**src/hdl/mlt_ram.sv**
```systemverilog
// mlt_ram: generic simple dual-port ram, one write and one registered read port
// no dependencies
module mlt_ram #(
  parameter int WIDTH = 8,
  parameter int DEPTH = 16,
  localparam int ADDR_W = (DEPTH > 1) ? $clog2(DEPTH) : 1
) (
  input  logic              clk,
  input  logic              wr_en,
  input  logic [ADDR_W-1:0] wr_addr,
  input  logic [WIDTH-1:0]  wr_data,
  input  logic              rd_en,
  input  logic [ADDR_W-1:0] rd_addr,
  output logic [WIDTH-1:0]  rd_data
);

  logic [WIDTH-1:0] mem [DEPTH];
  logic [WIDTH-1:0] rd_data_r;

  always_ff @(posedge clk) begin
    if (wr_en) begin
      mem[wr_addr] <= wr_data;
    end
    if (rd_en) begin
      rd_data_r <= mem[rd_addr];
    end
  end

  assign rd_data = rd_data_r;

endmodule

```
**config.mk**
```make
export PLATFORM = sky130hd
export DESIGN_NAME = mlt_ram
export DESIGN_NICKNAME = d
export VERILOG_FILES = /design/src/hdl/mlt_ram.sv
export SDC_FILE = /design/constraint.sdc
export NUM_CORES = 1
export LEC_CHECK = 0
export ABC_AREA = 0
export BUFFER_PORTS_ARGS = -buffer_cell sky130_fd_sc_hd__buf_4
export CAP_MARGIN = 40
export CORE_ASPECT_RATIO = 1.1
export CORE_UTILIZATION = 38
export DETAILED_ROUTE_END_ITERATION = 6
export GPL_TIMING_DRIVEN = 0
export SETUP_SLACK_MARGIN = 0.15
export SLEW_MARGIN = 20
export SYNTH_ARGS = -nofsm -noshare
export SYNTH_HDL_FRONTEND = slang
export SYNTH_SLANG_ARGS = --single-unit
```
**constraint.sdc**
```tcl
create_clock -name clk -period 2.4 [get_ports clk]
set_input_delay 0.12 -clock clk [delete_from_list [all_inputs] [get_ports clk]]
set_output_delay 0.12 -clock clk [all_outputs]
set_load 0.05 [all_outputs]
```
== Word level (Yosys, flattened, before mapping) ==
Memories as Yosys holds them, arrays and structs flattened. A register that Yosys moved wholly into a read port is not among the register bits.
Index checks and enable logic that the tools add are counted.

* Multiplexer cells: 2

{| class="wikitable"
|+ Operator list
! operator !! number
|-
| two-way mux 1 bit || 2
|}

* Input bits: 19
* Memories: 1
* Register bits after elaboration: 0
* Output and inout bits: 8
* RAM bits: 128
* Logic and storage cells: 3

{| class="wikitable"
|+ Memories
! memory !! depth !! bits a word !! read ports !! clocked after Yosys merged registers in !! wr ports !! line !! source
|-
| mem || 16 || 8 || 1 || 1 || 1 || 17 || <nowiki>logic [WIDTH-1:0] mem [DEPTH];</nowiki>
|}

== Logic depth before layout (Yosys ltp) ==
* Word-level depth: 2
* Gate-level depth with buffers: 5
* Mapped depth without buffers: 3

== Worst setup path before layout ==
No wires, ideal clock.

* Path kind: input to register
* Start: input port wr_addr[2]
* End: memory mem[0][0], enable pin
* Data arrival time: 1.230 ns
* Stages on the path: 2
* Slack: 0.787 ns
* Data required time: 2.017 ns
* Setup time: 0.383 ns
* Path buffers: 0
* Path through: or3b_2 -> nor3_1

{| class="wikitable"
|+ RTL lines
! element !! line !! source
|-
| start, declared || 10 || <nowiki>input logic [ADDR_W-1:0] wr_addr,</nowiki>
|-
| end, declared || 17 ||
|}

Straight into the memory's write port.

==> flow_summary.yaml <==
sta:
  finalWorstSetupSlack_ns: 0.738
  timing.fmax_mhz: 602
  skew_ns: 0.00760
  worstMarginPinSlew_ns: 0.829
  finalHoldViolations: 0
  finalSetupViolCount: 0
  fin_crit_sh: 0.692
  fin_setup_tns_ns: 0
  grt_setup_unrepaired: "no"
  maxSlewViolCount: 0
  maxSlewHeadroom: 0.446
  fin_crit_ns: 1.66
hold_path:
  min_to: "mem[10][6]"
  hold_depth: 1
  hp-class: "in2reg"
  holdCritStartpoint: "wr_data[6]"
yosys:
  synth-xor-area-share: 0
  synth_compound_area_frac: 0.0230
  synthFlopType: "edfxtp_1"
  ys_seq_elements: 136
  synth_nets: 248
  seq_area_frac_synth: 0.781
  postSynthAreaPerCell_um2: 22.8
  synth.distinct_cells: 18
  synth_top_area_frac: 0.781
  syn_area_mm2: 0.00523
  synth_edf_count: 136
  synthMuxAreaShare: 0.148
  syn_inst: 229
  async_flop_share: 0
  synthAdderAreaFrac: 0
  synth-simple-area-share: 0.0314
  synth.most_common_cell: "edfxtp_1"
  synth_top_cell_by_area: "edfxtp_1"
  ys_warn_count: 0
  synth_common_cells: "edfxtp_1 (136), mux4_2 (18), a22oi_1 (16), mux4_1 (14), nor2_1 (13)"
  synth_top_family_by_area: "multiplexers"
  synth.area.top_cells: "edfxtp_1 (78%), mux4_2 (7.8%), mux4_1 (7.0%)"
power_and_ir_drop:
  power_mw: 5.97
  p_per_area_mw_per_mm2: 935
  irDropWorstVdd_mv: 0.550
  p_leak_nw: 2.13
placed_design:
  place.gp.congestion: 0.801
  dp.cells: 438
  port_buffers: 25
  dp_slack_ns: 0.555
  dp_hpwl_um: 6570
global_routing:
  grt_busiest_layer: "met2"
  grt_max_degree: 17
  use_met2: 0.247
  grt_pass1_wl_um: 15300
  gr-total-overflow: 0
  track_usage: 0.158
  grt_util_met1: 0.206
  use_met3: 0.0460
  grt_pass1_vias: 2544
  antenna_found_initial: 0
detailed_routing:
  via_per_inst: 5.12
  antenna_left: 0
  wl_per_cell_um: 21.5
  drc: 0
  wirelength_um: 10200
  dr.pass1.iters: 4
  drtIter0Drc: 189
  vias: 2433
layout:
  fin_cells: 475
  syn2layout_area_growth_pct: 22.2
  n_antenna_cell: 0
  final.fill_count: 1129
  nNetsFinal: 297
  drive_above_1_share: 0.316
  final_util: 0.479
clocking:
  postCtsSetupBuffers: 0
  h-tree-depth: 4
  cts_tree: "yes"
  numCtsBuffers: 17
  cts_root_buf: "clkbuf_16"
  clkTransAtPathRegs_ns: 0.06
  cts.path.max_buffers: 2
  clock-sinks: 136
  holdBufCountCts: 1
  cts_resized: 0
  clock_latency_ns: 0.42
critical_path:
  r2r-end: "rd_data[3]"
  critPathMaxFanout: 1
  rr_worst_depth: 3
  worstReg2RegStart: "mem[1][3]"
  crit_arrival_ns: 1.81
  r2r_setup_slack_ns: 0.74
  cp-startpoint: "mem[1][3]"
  end_kind: "register"
  cp-start-kind: "register"
  crit_type: "reg2reg"
  critPathRequiredTime_ns: 2.55
die:
  die_y_um: 125
  initial_core_util: 0.392
  die_w_um: 114
  core_mm2: 0.0133
  ios: 27
  die_area_mm2: 0.0142
  rows: 44
job:
  cap_violations: 0
run_status:
  status: "finished clean"
[worst max-delay path by stage]
stage                            end  slack (ns)  depth (start not counted)
after floorplan            mem[0][0]        0.79                          2
final                     rd_data[3]        0.74                          3
after CTS                 rd_data[3]        0.78                          3
after detailed placement   mem[1][3]        0.55                          3
after global placement     mem[0][1]        0.17                          3
after global routing      rd_data[0]        0.69                          3
[layout make-up]
class | count | area (um2) | share of cell area
Buffer | 10 | 86.3 | 0.0135
Clock buffer | 17 | 425 | 0.0666
Clock inverter | 15 | 255 | 0.0400
Multi-Input combinational cell | 83 | 1080 | 0.169
Sequential cell | 136 | 4080 | 0.639
Tap cell | 184 | 230 | 0.0361
Timing Repair Buffer | 30 | 228 | 0.0357
[sequential cells by signal, summed over array words and instances (netlist names)]
signal and count:
rd_data 8, mem 128
[metal layers]
metal / share of wire / vias to the layer above
met5: 0 / -
met4: 0.016 / 0
met3: 0.041 / 16
met2: 0.50 / 66
met1: 0.45 / 1272
li1: - / 1079
[metrics by stage]
| stage | area (um2) | hold slack, ns |
|---|---|---|
| finish | 6390 | 0.0272 |
| detailed placement | 5670 | 0.406 |
| floorplan | 5230 | 0.219 |
| CTS | 6360 | 0.0182 |
| global route | 6390 | 0.0392 |
| global placement | 5650 | 0.397 |
[report_power, final]
group / switching, mW / internal [mW]
Sequential: 0.0115 / 2.68
Clock: 0.932 / 2.04
Combinational: 0.192 / 0.121
Total: 1.14 / 4.83
[kinds of logic after synthesis]
logic type,count (synthesis)
mux,32
buf+inv,10
compound gates,16
flops,136
simple gates,35
[layout by cell type, fill, tap and decap left out]
| cell type | netlist | routed |
|---|---|---|
| clkbuf_16 | 0 | 17 |
| clkinv_2 | 0 | 3 |
| mux4_1 | 14 | 14 |
| clkdlybuf4s25_2 | 3 | 3 |
| edfxtp_1 | 136 | 136 |
| clkinvlp_4 | 0 | 3 |
| nor3_2 | 0 | 4 |
| nand2_1 | 9 | 9 |
| nand3b_1 | 2 | 2 |
| nand3_1 | 1 | 1 |
| nand2b_1 | 2 | 2 |
| and2_1 | 1 | 1 |
| nor2_1 | 13 | 13 |
| buf_2 | 3 | 3 |
| a22oi_1 | 16 | 16 |
| mux4_2 | 18 | 18 |
| buf_6 | 3 | 3 |
| buf_4 | 1 | 30 |
| dlygate4sd3_1 | 0 | 1 |
| nor2b_1 | 1 | 1 |
| clkinv_1 | 0 | 2 |
| or3b_2 | 1 | 1 |
| and2b_1 | 1 | 1 |
| bufinv_16 | 0 | 7 |
[critical path: stages (launching register included)]
cell and delay (ns):
edfxtp_1 0.36, mux4_1 0.56, a22oi_1 0.33, nand2_1 0.15
(Power assumes the default switching activity.)
