**src/hdl/mlt_pkg.sv**
```systemverilog
// mlt_pkg: shared types and constants for the MAC learning table with aging
// used by mlt_engine, mlt_out_reg and the top level; no dependencies
package mlt_pkg;

  localparam int MAC_W   = 48;
  localparam int PORT_W  = 4;
  localparam int STAMP_W = 16;
  localparam int AGE_W   = 12;
  localparam int CNT_W   = 9;
  localparam int OP_W    = 2;

  localparam int TABLE_DEPTH_DEF = 256;
  localparam int NUM_PORTS       = 16;
  localparam int PORT_LIM_W      = 9;

  localparam logic [AGE_W-1:0] MAX_AGE_RST = AGE_W'(30);
  localparam logic [CNT_W-1:0] CNT_SAT     = '1;

  typedef enum logic [OP_W-1:0] {
    OP_LOOKUP = 2'd0,
    OP_INSERT = 2'd1,
    OP_TICK   = 2'd2
  } op_t;

  typedef enum logic [1:0] {
    ST_CLEAR,
    ST_IDLE,
    ST_SCAN,
    ST_RESP
  } state_t;

  typedef struct packed {
    logic               vld;
    logic [MAC_W-1:0]   mac;
    logic [PORT_W-1:0]  port;
    logic [STAMP_W-1:0] stamp;
  } entry_t;

  typedef struct packed {
    logic              hit;
    logic [PORT_W-1:0] found_port;
    logic [CNT_W-1:0]  removed_count;
    logic              status;
  } result_t;

endpackage

```
**src/hdl/mlt_out_reg.sv**
```systemverilog
// mlt_out_reg: output holding register for the result word
// depends on mlt_pkg
module mlt_out_reg (
  input  logic                       clk,
  input  logic                       rst_n,
  input  logic                       load,
  input  mlt_pkg::result_t           res,
  output logic                       ready,
  output logic                       out_valid,
  input  logic                       out_stall,
  output logic                       out_hit,
  output logic [mlt_pkg::PORT_W-1:0] out_found_port,
  output logic [mlt_pkg::CNT_W-1:0]  out_removed_count,
  output logic                       out_status
);

  logic             valid_r, valid_nxt;
  mlt_pkg::result_t data_r, data_nxt;

  assign ready = !valid_r || !out_stall;

  always_comb begin
    valid_nxt = valid_r && out_stall;
    data_nxt  = data_r;
    if (load) begin
      valid_nxt = 1'b1;
      data_nxt  = res;
    end
  end

  always_ff @(posedge clk) begin
    if (!rst_n) begin
      valid_r <= 1'b0;
    end else begin
      valid_r <= valid_nxt;
    end
  end

  always_ff @(posedge clk) begin
    data_r <= data_nxt;
  end

  assign out_valid         = valid_r;
  assign out_hit           = data_r.hit;
  assign out_found_port    = data_r.found_port;
  assign out_removed_count = data_r.removed_count;
  assign out_status        = data_r.status;

endmodule

```
**config.mk**
```make
export PLATFORM = sky130hd
export DESIGN_NAME = mlt_out_reg
export DESIGN_NICKNAME = d
export VERILOG_FILES = /design/src/hdl/mlt_pkg.sv /design/src/hdl/mlt_out_reg.sv
export SDC_FILE = /design/constraint.sdc
export NUM_CORES = 1
export LEC_CHECK = 0
export BUFFER_PORTS_ARGS = -buffer_cell sky130_fd_sc_hd__buf_2
export CORE_AREA = 2 2 40 42
export DETAILED_ROUTE_END_ITERATION = 16
export DIE_AREA = 0 0 42 44
export PLACE_DENSITY = 0.8
export SLEW_MARGIN = 20
export SYNTH_ARGS = -nofsm -noshare
export SYNTH_HDL_FRONTEND = slang
export SYNTH_SLANG_ARGS = --single-unit
```
**constraint.sdc**
```tcl
create_clock -name clk -period 0.8 [get_ports clk]
set_clock_uncertainty 0.05 [all_clocks]
set_input_delay 0.24 -clock clk [delete_from_list [all_inputs] [get_ports clk]]
set_output_delay 0.24 -clock clk [all_outputs]
set_load 0.05 [all_outputs]
```
**After elaboration in Yosys (flattened, before gate mapping)**

Cells that the tools add are included.

- Flip-flop bits (word level): 16
- Bits of input ports: 19
- Output and inout bits: 17
- Word-level logic and storage cells: 10

- Multiplexer cells: 1
- Reduce and logical (&&, ||, !) cells: 4

Operators with widths:

| kind | count |
|---|---|
| $logic_not A1 Y1 | 2 |
| $logic_and A1 B1 Y1 | 1 |
| $logic_or A1 B1 Y1 | 1 |
| $mux W1 | 1 |

**Depth between registers and ports, before layout**

Gate-level depths: netlist of the first run.

- Word-level depth: 2
- Gate-level depth with buffers: 2
- Gate-level depth less buffers: 2

**Worst setup path after synthesis of the first run**

OpenSTA, ideal clock, no wires.

- Path type: register to output
- Start point: register valid_r, in the netlist out_valid
- End point: output ready
- Arrival: 1.050 ns
- Data required time: 0.510 ns
- Setup slack: -0.540 ns
- Cell stages (with the launch flop): 2
- Buffers on the path: 0
- Cells stage by stage: dfxtp_1 -> nand2_1

- Cells in the longest elaborated chain, start to end: 2

RTL lines:

| what | RTL line | text |
|---|---|---|
| from (decl) | mlt_out_reg.sv:17 | `logic valid_r, valid_nxt;` |
| from (signal assigned) | mlt_out_reg.sv:35 | `valid_r <= valid_nxt;` |
| $logic_not A1 Y1 | mlt_out_reg.sv:20 | `assign ready = !valid_r \|\| !out_stall;` |
| $logic_or A1 B1 Y1 | mlt_out_reg.sv:20 |  |
| to (decl) | mlt_out_reg.sv:8 | `output logic ready,` |

No other way between the ends.

**Worst setup path after layout of the first run**

- Start point: register data_r (netlist bit out_removed_count[1])
- End point: output out_removed_count[1] (netlist name)

RTL lines:

| what | RTL line | text |
|---|---|---|
| from (decl) | mlt_out_reg.sv:18 | `mlt_pkg::result_t data_r, data_nxt;` |
| from (signal assigned) | mlt_out_reg.sv:40 | `data_r <= data_nxt;` |
| to (decl) | mlt_out_reg.sv:13 | `output logic [mlt_pkg::CNT_W-1:0] out_removed_count,` |

No word-level cell between the ends.

==> results of run 1 <==
placed cells by master, fill, tap and decap left out:
master / count
buf_2: 18
edfxtp_1: 15
buf_6: 15
clkbuf_4: 3
buf_8: 2
nand2_4: 1
a21oi_1: 1
nor2b_1: 1
clkinv_1: 1
dfxtp_4: 1
buf_12: 1
Yosys cell counts, drive strengths merged:
| master | n |
|---|---|
| dfxtp | 1 |
| edfxtp | 15 |
| nand2 | 1 |
| a21oi | 1 |
| nor2b | 1 |
report_power, final:
group	total [mW]	leakage [nW]	internal [mW]	switching, mW
combinational	0.457	0.198	0.169	0.288
sequential	1.02	0.156	0.986	0.0318
clock	0.413	0.0154	0.181	0.233
total	1.89	0.369	1.34	0.552
path summary, 6_finish.rpt:
check / startpoint / end / cells after the start
setup / recovery: out_removed_count[1] / out_removed_count[1] / 1
hold / removal: res[8] / out_removed_count[7] / 1
setup reg to reg: out_valid / out_valid / 2
hold reg to reg: out_valid / out_valid / 2
registers in the layout, indices dropped and copies added (netlist names):
| name | flops |
|---|---|
| out_found_port | 4 |
| out_hit | 1 |
| out_removed_count | 9 |
| out_status | 1 |
| out_valid | 1 |
stage by stage:
step / utilization, % / std cells / hold slack, ps / TNS (ps)
after floorplan: - / 19 / 289 / -1430
after global placement: 50.2 / 71 / 367 / -1310
after detailed placement: 50.2 / 71 / 368 / -1520
after CTS: 59.8 / 75 / 70.7 / -5660
after global routing: 60.1 / 75 / 68.3 / -5970
final: 60.1 / 75 / 83.4 / -5420
layout make-up:
type	count	area, µm²	share of cell area, %
Clock inverter	1	3.75	0.441
Multi-Input combinational cell	3	22.5	2.64
Tap cell	16	20.0	2.35
Clock buffer	3	22.5	2.64
Sequential cell	16	474	55.7
Timing Repair Buffer	36	309	36.3
routing by layer:
| layer | share of wire, % | global-route usage (%) | wire length, µm |
|---|---|---|---|
| met5 | 0 | 0 | 0 |
| met4 | 0.44 | 5.81 | 4 |
| met3 | 12 | 3.75 | 107 |
| met2 | 49 | 15.3 | 439 |
| met1 | 39 | 13.5 | 353 |
what timing repair did:
item,in CTS,in global routing
endpoints found under the setup margin,17,17
gates resized for setup,35,1
pin swaps,1,0
kinds of logic after synthesis:
kind of cell	after synthesis	share of synthesized area, %
flops	16	96.9
compound gates	1	1.03
simple gates	2	2.06
==> flow_metrics.py, run 1 <==
metrics = {
    "run_status": {
        "status": "finished with violations",
        "violations": "setup timing",
    },
    "synthesis": {
        "syn_area_um2": 485,
        "ys_types": 5,
        "synth_top_area_cell": "edfxtp_1",
        "syn_avg_cell_area_um2": 25.6,
        "synth_top_cell_area_share_pct": 92.8,
        "synth-seq-cells": 16,
        "yosysSeqAreaShare_pct": 96.9,
        "syn_nets": 38,
        "netlist_top_cells_area": "edfxtp_1 93%, dfxtp_1 4.1%, nor2b_1 1.3%",
        "ys_warn_count": 0,
        "netlist_instances": 19,
    },
    "sta": {
        "min_period_ps": 1150,
        "setup_violations": 17,
        "timing.final.crit_share_pct": 143,
        "final_max_slew_viol_count": 0,
        "rsz0062_at_grt": "yes",
        "fin_ws_ps": -347,
        "slew_headroom_pct": 91.2,
        "fmax_mhz": 872,
        "worstMarginPinSlew_ps": 133,
        "hold_viol_final": 0,
    },
    "die": {
        "start_util_pct": 34.2,
        "die_area_um2": 1850,
        "fp.dieH_um": 44,
        "core_area_um2": 1420,
        "die_x_um": 42,
        "io_pins": 36,
        "row_count": 14,
    },
    "worst_setup_path": {
        "startpoint_type": "flop",
        "cp_slowest_cell": "edfxtp_1",
        "crit_chain": "buf_6",
        "reg2reg_slack_ps": 60,
        "endpoint_kind": "primary output",
        "arrival_ps": 860,
        "cp.required_ps": 510,
        "cp_max_fo": 1,
        "crit_family": "flip-flops",
        "cpPeakStageDelay_ps": 410,
        "crit_buf_inv": 1,
        "critPathKind": "flop to primary output",
    },
    "clock_tree": {
        "cts_tree": "yes",
        "htree_levels": 1,
        "numCtsBuffers": 3,
        "path_clk_slew_ps": 90,
        "clock_path_buffers": 2,
        "cts.sinks": 16,
        "root_buffer": "clkbuf_4",
        "cts_setup_buffers": 0,
        "cts_hold_buf": 0,
        "clk-insertion-delay-late_ps": 270,
    },
    "finish": {
        "drive_gt1_share_pct": 69.5,
        "area_growth_pct": 75.5,
        "nets": 79,
        "antenna_cells": 0,
        "fill_cells": 113,
        "fin_area_um2": 852,
    },
    "power": {
        "worst_ir_drop_vdd_uv": 1150,
        "p_total_mw": 1.89,
        "leakage_nw": 0.369,
        "powerDensity_nw_per_um2": 2220,
    },
    "route": {
        "drtIter0Drc": 6,
        "drc": 0,
        "via_count": 314,
        "first_pass_iters": 2,
        "wl_per_cell_um": 12.1,
        "avgViaCountPerCell": 4.19,
        "drt-total-wl_um": 904,
        "postRouteAntennaNets": 0,
    },
    "global_routing": {
        "grt_pass1_vias": 314,
        "grtUsageTotal_pct": 10.4,
        "grt_max_degree": 17,
        "antenna_found_initial": 0,
        "overflow": 0,
        "grt_first_pass_wirelength_um": 1360,
    },
    "placement": {
        "dpl.hpwl_um": 654,
        "place.gp.congestion": 0.616,
        "dpl_worst_slack_ps": -141,
        "io_buffers": 35,
        "dpl_cell_area_um2": 712,
    },
    "worst_hold_path": {
        "min-delay-path-class": "input pin to flop",
    },
    "run": {
        "max-cap-violations": 0,
    },
}
No activity file was read; power rests on OpenSTA's default activity.
==> run 2, diff against run 1 <==
--- a/constraint.sdc
+++ b/constraint.sdc
@@ -3,3 +3,3 @@
 set_input_delay 0.24 -clock clk [delete_from_list [all_inputs] [get_ports clk]]
 set_output_delay 0.24 -clock clk [all_outputs]
-set_load 0.05 [all_outputs]
+set_load 0.1 [all_outputs]
==> run 2 against run 1 <==
Net effect:
- the run still ends with setup timing left
- sequential cell count did not move
- sequential power about the same
- critical path depth unchanged
- final area up 17%
- combinational power increased by 81%
- core utilization grew 10 points
- setup slack got worse by 44 ps
- final cell count did not move
- hold slack better by 2.7 ps
- critical path type unchanged
- critical endpoint is now out_removed_count[4]
- largest power group unchanged
- highest routed layer is now met3
==> flow_metrics.py, run 2 (same netlist as run 1, synthesis figures left out) <==
metrics = {
    "run_status": {
        "status": "finished with violations",
        "violations": "setup timing",
    },
    "clock_tree": {
        "cts.sinks": 16,
        "root_buffer": "clkbuf_4",
        "cts_tree": "yes",
        "htree_levels": 1,
        "path_clk_slew_ps": 90,
        "clock_path_buffers": 2,
        "cts_setup_buffers": 0,
        "clk-insertion-delay-late_ps": 270,
        "cts_hold_buf": 0,
        "numCtsBuffers": 3,
    },
    "finish": {
        "drive_gt1_share_pct": 71.2,
        "area_growth_pct": 105,
        "fin_area_um2": 997,
        "antenna_cells": 0,
        "mostFrequentLayoutCells": "18 x buf_2, 18 x buf_12, 15 x edfxtp_1",
        "fill_cells": 94,
        "utilization_pct": 70.3,
        "nets": 79,
        "largest_reg_flops": 9,
    },
    "global_routing": {
        "grtUsageTotal_pct": 10.1,
        "grt_pass1_vias": 309,
        "grt_first_pass_wirelength_um": 1330,
        "grt_max_degree": 17,
        "overflow": 0,
        "antenna_found_initial": 0,
    },
    "sta": {
        "final_max_slew_viol_count": 0,
        "hold_viol_final": 0,
        "min_period_ps": 1190,
        "timing.hold.ws_ps": 86.1,
        "fin_ws_ps": -391,
        "slew_headroom_pct": 91.2,
        "setup_violations": 17,
        "fmax_mhz": 840,
        "worstMarginPinSlew_ps": 133,
        "timing.final.crit_share_pct": 149,
        "rsz0062_at_grt": "yes",
    },
    "route": {
        "via_count": 309,
        "drtIter0Drc": 0,
        "drc": 0,
        "avgViaCountPerCell": 4.12,
        "wl_per_cell_um": 11.6,
        "drt-total-wl_um": 873,
        "first_pass_iters": 1,
        "postRouteAntennaNets": 0,
    },
    "worst_hold_path": {
        "min_to": "out_found_port[2]",
        "hold_depth": 1,
        "hold_start": "res[12]",
        "min-delay-path-class": "input pin to flop",
    },
    "die": {
        "fp.dieH_um": 44,
        "die_x_um": 42,
        "start_util_pct": 34.2,
        "die_area_um2": 1850,
        "io_pins": 36,
        "core_area_um2": 1420,
        "row_count": 14,
    },
    "worst_setup_path": {
        "crit_family": "flip-flops",
        "reg2reg_to": "out_valid",
        "endpoint_kind": "primary output",
        "crit_chain": "buf_12",
        "crit_buf_inv": 1,
        "rr_startpoint": "out_valid",
        "reg2reg_depth": 2,
        "arrival_ps": 900,
        "reg2reg_slack_ps": 120,
        "cp_slowest_cell": "edfxtp_1",
        "startpoint_type": "flop",
        "cp_max_fo": 1,
        "critPathKind": "flop to primary output",
        "cpPeakStageDelay_ps": 430,
        "cp.required_ps": 510,
    },
    "power": {
        "powerDensity_nw_per_um2": 2280,
        "p_total_mw": 2.27,
        "worst_ir_drop_vdd_uv": 1230,
        "leakage_nw": 0.424,
    },
    "run": {
        "max-cap-violations": 0,
    },
    "placement": {
        "dpl_cell_area_um2": 971,
        "place.gp.congestion": 0.632,
        "dpl.hpwl_um": 755,
        "io_buffers": 35,
    },
}
[run 2: cell types whose count changed in the layout (fill, tap and decap cells not counted)]
cell / before / now
a21oi_1: 1 / 0
a21oi_2: 0 / 1
buf_12: 1 / 18
buf_6: 15 / 0
buf_8: 2 / 0
[run 2: worst max-delay path by stage]
stage / start / to / depth (start not counted)
2_1_floorplan: out_found_port[0] / out_found_port[0] / 0
3_3_place_gp: out_removed_count[4] / out_removed_count[4] / 1
3_5_place_dp: out_removed_count[7] / out_removed_count[7] / 1
4_1_cts: out_removed_count[7] / out_removed_count[7] / 1
5_1_grt: out_removed_count[7] / out_removed_count[7] / 1
6_report: out_removed_count[4] / out_removed_count[4] / 1
[run 2: layout make-up]
class                      instances  area [µm²]  share of cell area, %
multi-input combinational          3        26.3                   2.63
clock buffer                       3        22.5                   2.26
tap                               16        20.0                   2.01
sequential                        16         474                   47.6
timing repair buffer              36         450                   45.2
clock inverter                     1        3.75                  0.376
[run 2: per-stage QoR]
stage	TNS, ps	setup WS [ps]	std cells
3_3_place_gp	-1600	-80.7	71
3_5_place_dp	-1870	-98.1	71
4_1_cts	-6550	-412	75
5_1_grt	-6990	-440	75
6_report	-6300	-391	75
2_1_floorplan	-6240	-394	19
[run 2: layer usage]
| metal | track usage [%] | vias up | routed length [µm] |
|---|---|---|---|
| met5 | 0 | - | 0 |
| met4 | 3.87 | 0 | 0 |
| met3 | 2.92 | 0 | 71 |
| met2 | 15.0 | 16 | 446 |
| met1 | 14.3 | 139 | 355 |
| li1 | - | 154 | - |
[run 2: what timing repair did]
action	4_1_cts	5_1_grt
setup endpoints to repair	17	17
gates resized for setup	0	0
hold endpoints to repair	0	0
pin swaps	1	0
[run 2: where the power goes]
group	internal [mW]	total, mW	switching (mW)	leakage (nW)
Combinational	0.288	0.825	0.537	0.252
Sequential	0.989	1.04	0.0553	0.156
Clock	0.180	0.400	0.220	0.0154
Total	1.46	2.27	0.812	0.424
