--- config.mk ---
export PLATFORM = sky130hd
export DESIGN_NAME = mlt_engine
export DESIGN_NICKNAME = d
export VERILOG_FILES = /design/src/hdl/mlt_pkg.sv /design/src/hdl/mlt_engine.sv
export SDC_FILE = /design/constraint.sdc
export NUM_CORES = 1
export LEC_CHECK = 0
export BUFFER_PORTS_ARGS = -buffer_cell sky130_fd_sc_hd__buf_4
export CAP_MARGIN = 20
export CELL_PAD_IN_SITES_DETAIL_PLACEMENT = 2
export CELL_PAD_IN_SITES_GLOBAL_PLACEMENT = 2
export CORE_ASPECT_RATIO = 1.75
export CORE_MARGIN = 2
export CORE_UTILIZATION = 28
export DETAILED_ROUTE_END_ITERATION = 7
export GPL_TIMING_DRIVEN = 0
export PLACE_DENSITY_LB_ADDON = 0.1
export SYNTH_ARGS = -nofsm -noshare
export SYNTH_HDL_FRONTEND = slang
export SYNTH_SLANG_ARGS = --single-unit
--- constraint.sdc ---
create_clock -name clk -period 4.1 [get_ports clk]
set_input_delay 0.615 -clock clk [delete_from_list [all_inputs] [get_ports clk]]
set_output_delay 0.615 -clock clk [all_outputs]
set_load 0.02 [all_outputs]
--- src/hdl/mlt_pkg.sv ---
// mlt_pkg: shared types and constants for the MAC learning table with aging
// used by mlt_engine, mlt_out_reg and the top level; no dependencies
package mlt_pkg;

  localparam int MAC_W   = 48;
  localparam int PORT_W  = 4;
  localparam int STAMP_W = 16;
  localparam int AGE_W   = 12;
  localparam int CNT_W   = 9;
  localparam int OP_W    = 2;

  localparam int TABLE_DEPTH_DEF = 256;
  localparam int NUM_PORTS       = 16;
  localparam int PORT_LIM_W      = 9;

  localparam logic [AGE_W-1:0] MAX_AGE_RST = AGE_W'(30);
  localparam logic [CNT_W-1:0] CNT_SAT     = '1;

  typedef enum logic [OP_W-1:0] {
    OP_LOOKUP = 2'd0,
    OP_INSERT = 2'd1,
    OP_TICK   = 2'd2
  } op_t;

  typedef enum logic [1:0] {
    ST_CLEAR,
    ST_IDLE,
    ST_SCAN,
    ST_RESP
  } state_t;

  typedef struct packed {
    logic               vld;
    logic [MAC_W-1:0]   mac;
    logic [PORT_W-1:0]  port;
    logic [STAMP_W-1:0] stamp;
  } entry_t;

  typedef struct packed {
    logic              hit;
    logic [PORT_W-1:0] found_port;
    logic [CNT_W-1:0]  removed_count;
    logic              status;
  } result_t;

endpackage

--- src/hdl/mlt_engine.sv ---
// mlt_engine: control fsm that walks the entry ram one entry per cycle
// for lookup, learn and aging sweep; depends on mlt_pkg and drives mlt_ram ports
module mlt_engine #(
  parameter int TABLE_DEPTH = mlt_pkg::TABLE_DEPTH_DEF,
  localparam int AW = $clog2(TABLE_DEPTH),
  localparam int EW = $bits(mlt_pkg::entry_t)
) (
  input  logic                       clk,
  input  logic                       rst_n,
  input  logic                       cfg_wr_en,
  input  logic [mlt_pkg::AGE_W-1:0]  cfg_wr_data,
  input  logic                       in_valid,
  output logic                       in_stall,
  input  logic [mlt_pkg::OP_W-1:0]   in_opcode,
  input  logic [mlt_pkg::MAC_W-1:0]  in_mac_address,
  input  logic [mlt_pkg::PORT_W-1:0] in_port_number,
  output logic                       ram_wr_en,
  output logic [AW-1:0]              ram_wr_addr,
  output logic [EW-1:0]              ram_wr_data,
  output logic                       ram_rd_en,
  output logic [AW-1:0]              ram_rd_addr,
  input  logic [EW-1:0]              ram_rd_data,
  input  logic                       res_ready,
  output logic                       res_load,
  output mlt_pkg::result_t           res
);

  localparam logic [AW-1:0] LAST_IDX = AW'(TABLE_DEPTH - 1);
  localparam logic [mlt_pkg::PORT_LIM_W-1:0] PORT_LIM =
    mlt_pkg::PORT_LIM_W'(mlt_pkg::NUM_PORTS);

  mlt_pkg::state_t state_r, state_nxt;
  mlt_pkg::op_t    op_r, op_nxt;
  logic [mlt_pkg::MAC_W-1:0]   mac_r, mac_nxt;
  logic [mlt_pkg::PORT_W-1:0]  port_r, port_nxt;
  logic [mlt_pkg::STAMP_W-1:0] time_r, time_nxt;
  logic [mlt_pkg::AGE_W-1:0]   max_age_r, max_age_nxt;
  logic [AW-1:0]               scan_idx_r, scan_idx_nxt;
  logic [AW-1:0]               free_idx_r, free_idx_nxt;
  logic                        free_found_r, free_found_nxt;
  mlt_pkg::result_t            res_r, res_nxt;

  mlt_pkg::entry_t rd_ent;
  mlt_pkg::entry_t wr_ent;
  logic accept, last, match, aged, port_ok, needs_scan;
  logic [mlt_pkg::STAMP_W-1:0] age;

  assign rd_ent  = mlt_pkg::entry_t'(ram_rd_data);
  assign accept  = in_valid && !in_stall;
  assign last    = (scan_idx_r == LAST_IDX);
  assign match   = rd_ent.vld && (rd_ent.mac == mac_r);
  assign age     = time_r - rd_ent.stamp;
  assign aged    = rd_ent.vld && (age > mlt_pkg::STAMP_W'(max_age_r));
  assign port_ok = (mlt_pkg::PORT_LIM_W'(in_port_number) < PORT_LIM);

  always_comb begin
    needs_scan = 1'b0;
    unique case (in_opcode)
      mlt_pkg::OP_LOOKUP: needs_scan = 1'b1;
      mlt_pkg::OP_INSERT: needs_scan = port_ok;
      mlt_pkg::OP_TICK:   needs_scan = 1'b1;
      default:            needs_scan = 1'b0;
    endcase
  end

  // next state
  always_comb begin
    state_nxt = state_r;
    unique case (state_r)
      mlt_pkg::ST_CLEAR: begin
        if (last) begin
          state_nxt = mlt_pkg::ST_IDLE;
        end
      end
      mlt_pkg::ST_IDLE: begin
        if (accept) begin
          state_nxt = needs_scan ? mlt_pkg::ST_SCAN : mlt_pkg::ST_RESP;
        end
      end
      mlt_pkg::ST_SCAN: begin
        if (last || (match && op_r != mlt_pkg::OP_TICK)) begin
          state_nxt = mlt_pkg::ST_RESP;
        end
      end
      mlt_pkg::ST_RESP: begin
        if (res_ready) begin
          state_nxt = mlt_pkg::ST_IDLE;
        end
      end
      default: state_nxt = mlt_pkg::ST_IDLE;
    endcase
  end

  // outputs and datapath
  always_comb begin
    in_stall       = (state_r != mlt_pkg::ST_IDLE);
    res_load       = 1'b0;
    ram_rd_en      = 1'b0;
    ram_rd_addr    = '0;
    ram_wr_en      = 1'b0;
    ram_wr_addr    = scan_idx_r;
    wr_ent         = '0;
    op_nxt         = op_r;
    mac_nxt        = mac_r;
    port_nxt       = port_r;
    time_nxt       = time_r;
    max_age_nxt    = cfg_wr_en ? cfg_wr_data : max_age_r;
    scan_idx_nxt   = scan_idx_r;
    free_idx_nxt   = free_idx_r;
    free_found_nxt = free_found_r;
    res_nxt        = res_r;

    unique case (state_r)
      mlt_pkg::ST_CLEAR: begin
        ram_wr_en    = 1'b1;
        scan_idx_nxt = last ? '0 : scan_idx_r + AW'(1);
      end
      mlt_pkg::ST_IDLE: begin
        if (accept) begin
          op_nxt         = mlt_pkg::op_t'(in_opcode);
          mac_nxt        = in_mac_address;
          port_nxt       = in_port_number;
          res_nxt        = '0;
          free_found_nxt = 1'b0;
          scan_idx_nxt   = '0;
          ram_rd_en      = 1'b1;
          if (in_opcode == mlt_pkg::OP_TICK) begin
            time_nxt = time_r + mlt_pkg::STAMP_W'(1);
          end
        end
      end
      mlt_pkg::ST_SCAN: begin
        ram_rd_en    = !last;
        ram_rd_addr  = last ? '0 : scan_idx_r + AW'(1);
        scan_idx_nxt = last ? '0 : scan_idx_r + AW'(1);
        unique case (op_r)
          mlt_pkg::OP_LOOKUP: begin
            if (match) begin
              ram_wr_en          = 1'b1;
              wr_ent             = rd_ent;
              wr_ent.stamp       = time_r;
              res_nxt.hit        = 1'b1;
              res_nxt.found_port = rd_ent.port;
            end
          end
          mlt_pkg::OP_INSERT: begin
            wr_ent.vld   = 1'b1;
            wr_ent.mac   = mac_r;
            wr_ent.port  = port_r;
            wr_ent.stamp = time_r;
            if (match) begin
              ram_wr_en = 1'b1;
            end else if (last) begin
              if (free_found_r) begin
                ram_wr_en   = 1'b1;
                ram_wr_addr = free_idx_r;
              end else if (!rd_ent.vld) begin
                ram_wr_en = 1'b1;
              end else begin
                res_nxt.status = 1'b1;
              end
            end else if (!rd_ent.vld && !free_found_r) begin
              free_idx_nxt   = scan_idx_r;
              free_found_nxt = 1'b1;
            end
          end
          default: begin
            // aging sweep
            if (aged) begin
              ram_wr_en = 1'b1;
              wr_ent    = rd_ent;
              wr_ent.vld = 1'b0;
              if (res_r.removed_count != mlt_pkg::CNT_SAT) begin
                res_nxt.removed_count = res_r.removed_count + mlt_pkg::CNT_W'(1);
              end
            end
          end
        endcase
      end
      mlt_pkg::ST_RESP: begin
        res_load = res_ready;
      end
      default: begin
        in_stall = 1'b1;
      end
    endcase
  end

  assign ram_wr_data = EW'(wr_ent);
  assign res         = res_r;

  always_ff @(posedge clk) begin
    if (!rst_n) begin
      state_r      <= mlt_pkg::ST_CLEAR;
      scan_idx_r   <= '0;
      free_found_r <= 1'b0;
      time_r       <= '0;
      max_age_r    <= mlt_pkg::MAX_AGE_RST;
    end else begin
      state_r      <= state_nxt;
      scan_idx_r   <= scan_idx_nxt;
      free_found_r <= free_found_nxt;
      time_r       <= time_nxt;
      max_age_r    <= max_age_nxt;
    end
  end

  always_ff @(posedge clk) begin
    op_r       <= op_nxt;
    mac_r      <= mac_nxt;
    port_r     <= port_nxt;
    free_idx_r <= free_idx_nxt;
    res_r      <= res_nxt;
  end

endmodule

; ---- Word level (Yosys, flattened, before mapping)
; Index checks and enable logic that the tools add are counted.
[classes]
add_sub_neg = 4
magnitude_cmp = 1
eq_ne = 27
n_mux = 49
bitwise = 2
n_reduce_logical = 27
[ops]
columns = operator, n
row1 = 69-bit 2-to-1 mux, 2
row2 = 69-bit case mux with 2 select lines, 1
row3 = 68-bit 2-to-1 mux, 1
row4 = 8-bit 2-to-1 mux, 8
row5 = 48-bit == test, 1
row6 = "2-bit != test, second input constant", 17
row7 = 15-bit case mux with 2 select lines, 1
row8 = 9-bit 2-to-1 mux, 3
row9 = 1-bit 2-to-1 mux, 20
row10 = "16-bit by 1-bit adder with 16-bit output, second input constant", 1
row11 = 16-bit by 12-bit > comparator with 1-bit output, 1
row12 = 8-bit case mux with 2 select lines, 1
row13 = 16-bit subtractor, 1
row14 = 15-bit 2-to-1 mux, 1
row15 = 5-bit 2-to-1 mux, 2
row16 = 5-bit AND reduction, 2
row17 = "9-bit by 1-bit adder with 9-bit output, second input constant", 1
row18 = "9-bit != test, second input constant", 1
row19 = "8-bit by 1-bit adder with 8-bit output, second input constant", 1
row20 = "8-bit == test, second input constant", 1
row21 = 2-bit 2-to-1 mux, 4
row22 = 1-bit case mux with 2 select lines, 4
row23 = 2-bit case mux with 4 select lines, 1
row24 = 4-bit AND reduction, 2
row25 = 15 further kinds, 32
[word_totals]
register_bits = 116
out_inout_bits = 104

; ---- Logic depth before layout (Yosys ltp)
[depth]
word_depth = 7
mapped_depth = 20

; ---- Least setup slack after synthesis
; No wires, ideal clock.
[synth_path]
path_type = input-to-output
from = in ram_rd_data[0]
to = out ram_wr_en
t_arrival_ns = 3.755
required_time_ns = 3.485
slack_ns = -0.270
path_stages = 17
path_cell_list = ha_1 > fa_1 > nor2b_1 > o2111ai_1 > nand2_1 > a21o_1 > a21oi_1 > xnor2_1 > ha_1 > a21oi_1 > nor2_1 > a211oi_1 > nor4bb_1 > a211oi_1 > nor4b_4 > nor2_2 > or3_1
[synth_via]
elab_chain_cells = 6
[synth_rtl]
columns = element, line
row1 = from (decl), mlt_engine.sv:22  ; input logic [EW-1:0] ram_rd_data,
row2 = 16-bit subtractor, mlt_engine.sv:52  ; assign age = time_r - rd_ent.stamp;
row3 = 16-bit by 12-bit > comparator with 1-bit output, mlt_engine.sv:53  ; assign aged = rd_ent.vld && (age > mlt_pkg::STAMP_W'(max_age_r));
row4 = 1-bit logical AND, mlt_engine.sv:53
row5 = 1-bit 2-to-1 mux, mlt_engine.sv:169  ; if (aged) begin
row6 = 1-bit case mux with 2 select lines, mlt_engine.sv:136  ; unique case (op_r)
row7 = 1-bit case mux with 2 select lines, mlt_engine.sv:113  ; unique case (state_r)
row8 = to (decl), mlt_engine.sv:17  ; output logic ram_wr_en,
; Every way passes these cells.

; ---- Worst setup path after layout
[layout_path]
from = reg time_r[0] in the netlist's numbering
to = out ram_wr_data[65]
[layout_via]
elab_chain_cells = 6
[layout_rtl]
columns = element, line
row1 = from (decl), mlt_engine.sv:36  ; logic [mlt_pkg::STAMP_W-1:0] time_r, time_nxt;
row2 = from (signal assigned), mlt_engine.sv:203  ; time_r <= time_nxt;
row3 = 16-bit subtractor, mlt_engine.sv:52
row4 = 16-bit by 12-bit > comparator with 1-bit output, mlt_engine.sv:53
row5 = 1-bit logical AND, mlt_engine.sv:53
row6 = 68-bit 2-to-1 mux, mlt_engine.sv:169
row7 = 69-bit case mux with 2 select lines, mlt_engine.sv:136
row8 = 69-bit 2-to-1 mux, mlt_engine.sv:113
row9 = to (decl), mlt_engine.sv:19  ; output logic [EW-1:0] ram_wr_data,
; Every way passes these cells.

==> run summary <==
• Core ar.: 25,340 µm²
• number of DRC markers in iteration 0: 197
• actual transition at the worst max-transition pin: 0.8345 ns
• leakage power summed over all cells: 4.671 nW
• worst slew slack as a fraction of its limit: 0.4416
• proportion of register bits with asynchronous set or reset after synthesis: 0
• Worst Hold Class: input pin to flop
• final worst slack: -0.7239 ns
• largest net degree at the start of global routing: 29
• via count of the first global-routing pass: 7,618
• power density over the cells: 366.9 nW/µm²
• final worst path period share: 1.177
• DIE AREA: 27,210 µm²
• status: complete, but fails checks
• TritonCTS clock tree: built
• violations in the final reports: negative setup slack
• clock latency on the worst-skew pair: 0.44 ns
• number of ports placed on the die boundary: 244
• count of buffers inserted at the top-level ports: 242
• CTS clk-pin slew, worst paths: 0.06 ns
• share of cells above drive strength 1: 0.3894
• number of standard-cell rows in the floorplan: 77
• final design instance area without fill: 11,080 µm²
• number of nets produced by synthesis: 900
• gate count after technology mapping: 724
• layout net count: 1,180
• first-pass detailed-route iteration total: 4
• class of the most critical setup path: flop to output pin
• worst hold margin: 0.3509 ns
• Ys Warns: 0
• final-report max-slew violation count: 0
• flip-flop and latch count after synthesis: 116
• number of inserted filler cells in the final layout: 2,716
• post-detailed-routing wire length: 29.91 mm
• Synth Cell Area: 7241 µm²
• Arr. time, crit path: 4.21 ns
• floorplan die height: 216.7 µm
• DR DRC count: 0
• shortest clock period the worst path allows after layout: 4.824 ns
• instance area after placement: 9818 µm²
• Final Total Pwr: 4.064 mW
• area used by sequential logic in the layout: 3107 µm²
• sequential cell area fraction in the yosys report: 0.4272
• all-layer global routing usage: 0.2193
• Initial Util: 0.2858
• Setup crit end kind: output pin
• die span in x: 125.6 µm
• area of combinational cells with multiple inputs: 4407 µm²
• Avg Inst Size Synth: 10.00 µm²
• antenna violations before repair: 0
• pre-CTS setup slack: -1.276 ns
• remaining number of nets flagged by the antenna check after routing: 0
• Worst setup SP type: flop
• GR Overflow Total: 0
• data required time at the worst endpoint: 3.48 ns
• placer congestion estimate: 0.8616
• Antenna Cells: 0
• average wire per cell in the routed design: 22.43 µm
• maximum clock path buffer count: 2
• CTS H-Tree Depth: 4
• biggest fanout along the worst timing path: 10
• number of distinct library cell variants in the gate-level netlist after synthesis: 72
• Clock Sinks: 116
• MaxCap Viol Count: 0
• peak ir drop on the vdd network: 0.2736 mV
• Final Setup Violations: 69
• most frequently used flop master after synthesis: sky130_fd_sc_hd__edfxtp_1
• count of flip-flops with a built-in enable after synthesis: 77
• final hold violation count: 0
• wire length of the first global-routing pass: 44.62 mm
• Max Freq: 207.3 MHz
• CTS Hold Buffers Added: 0
• RSZ-0062 raised after global routing: yes
• total CTS buffers: 17
• post-route clock skew: 0.006026 ns
• Finished Layout Cells: 1,333
• via density per instance: 5.130
• vias: 6,838
• final core utilization: 0.4371
• CTS root buffer: sky130_fd_sc_hd__clkbuf_16
• growth of design area from synthesis to finish: 52.96%
• sum of net half-perimeters after detailed placement: 23.70 mm
• sum of negative setup slack: -46.86 ns
• instance count after placement with tap cells included: 1,284
-- area by class of cell --
type,count,share of cell area
Multi-Input combinational cell,538,0.3979
Clock inverter,13,0.01051
Tap cell,316,0.03570
Timing Repair Buffer,261,0.2050
Buffer,24,0.01570
Sequential cell,116,0.2805
Clock buffer,19,0.03909
Inverter,46,0.01559
-- repair_timing --
item / CTS / global route
setup endpoints to repair: 87 / 79
pin swaps: 32 / 19
gates cloned: 1 / 1
resized for setup: 96 / 31
setup buffers: 13 / 3
-- power by group --
| part | leakage [nW] | switching [mW] | total (mW) | internal, mW |
|---|---|---|---|---|
| combinational | 3.36 | 0.637 | 1.10 | 0.462 |
| sequential | 1.04 | 0.107 | 1.53 | 1.42 |
| clock | 0.270 | 0.557 | 1.43 | 0.877 |
| total | 4.67 | 1.30 | 4.06 | 2.76 |
-- cells in the mapped netlist, types with 14 or more instances --
cell,count,area [µm²]
sky130_fd_sc_hd__o21ai_0,19,95.09
sky130_fd_sc_hd__xnor2_1,33,289.0
sky130_fd_sc_hd__ha_1,35,437.9
sky130_fd_sc_hd__clkbuf_1,14,52.55
sky130_fd_sc_hd__a22o_1,65,569.3
sky130_fd_sc_hd__nor2_1,55,206.5
sky130_fd_sc_hd__nand2_1,46,172.7
sky130_fd_sc_hd__nor2b_1,25,156.4
sky130_fd_sc_hd__a21oi_1,32,160.2
sky130_fd_sc_hd__dfxtp_1,39,780.8
sky130_fd_sc_hd__edfxtp_1,77,2312
sky130_fd_sc_hd__xor2_1,37,324.1
sky130_fd_sc_hd__nand4_1,16,100.1
sky130_fd_sc_hd__nand3_1,21,105.1
sky130_fd_sc_hd__inv_1,45,168.9
-- flip-flops by register name, summed over array words and instances, names as in the netlist, 2 cells and up --
signal / cells
time_r: 16
scan_idx_r: 8
mac_r: 48
state_r: 2
free_idx_r: 8
op_r: 2
res: 15
max_age_r: 12
port_r: 4
-- placed cells by master (no fill, tap or decap), types with 30 or more instances in the layout --
cell type / n
sky130_fd_sc_hd__a22o_1: 39
sky130_fd_sc_hd__buf_4: 198
sky130_fd_sc_hd__buf_6: 60
sky130_fd_sc_hd__dfxtp_1: 32
sky130_fd_sc_hd__edfxtp_1: 77
sky130_fd_sc_hd__inv_1: 43
sky130_fd_sc_hd__nand2_1: 45
sky130_fd_sc_hd__nor2_1: 53
sky130_fd_sc_hd__xnor2_1: 30
sky130_fd_sc_hd__xor2_1: 36
-- kinds of logic after synthesis --
family / Yosys count / share of synthesized area
adder cells (fa/ha/maj): 36 / 0.06325
XOR/XNOR: 70 / 0.08467
AO/OA/AOI/OAI: 168 / 0.1709
flip-flops: 116 / 0.4272
multiplexers: 18 / 0.02609
AND/OR/NAND/NOR: 246 / 0.1851
buffers and inverters: 70 / 0.04285
-- layer usage --
metal	global-route usage	wire (µm)	share of wire
met1	0.2026	9979	0.33
met2	0.4465	17700	0.59
met3	0.04941	1182	0.040
met4	0.09222	1039	0.035
met5	0	0	0
-- worst max-delay path: stages, from the launching register on --
cell	delay [ns]
sky130_fd_sc_hd__dfxtp_4	0.35
sky130_fd_sc_hd__inv_2	0.04
sky130_fd_sc_hd__ha_4	0.15
sky130_fd_sc_hd__fa_2	0.37
sky130_fd_sc_hd__nor2b_4	0.17
sky130_fd_sc_hd__o2111ai_4	0.15
sky130_fd_sc_hd__nand2_1	0.15
sky130_fd_sc_hd__xor2_1	0.30
sky130_fd_sc_hd__ha_1	0.31
sky130_fd_sc_hd__nor2b_1	0.13
sky130_fd_sc_hd__o21ai_0	0.15
sky130_fd_sc_hd__nor4bb_4	0.36
sky130_fd_sc_hd__a211oi_4	0.11
sky130_fd_sc_hd__nor3_2	0.24
sky130_fd_sc_hd__o21ai_4	0.13
sky130_fd_sc_hd__buf_6	0.16
sky130_fd_sc_hd__buf_12	0.14
sky130_fd_sc_hd__a22o_1	0.21
sky130_fd_sc_hd__buf_6	0.14
-- final timing paths --
kind / startpoint / end / slack, ns / depth (start not counted)
max: time_r[0] / ram_wr_data[65] / -0.72 / 18
min: in_mac_address[36] / mac_r[36] / 0.35 / 1
max reg2reg: time_r[4] / res[5] / 0.19 / 15
min reg2reg: max_age_r[9] / max_age_r[9] / 0.50 / 2
(Power assumes the default switching activity.)
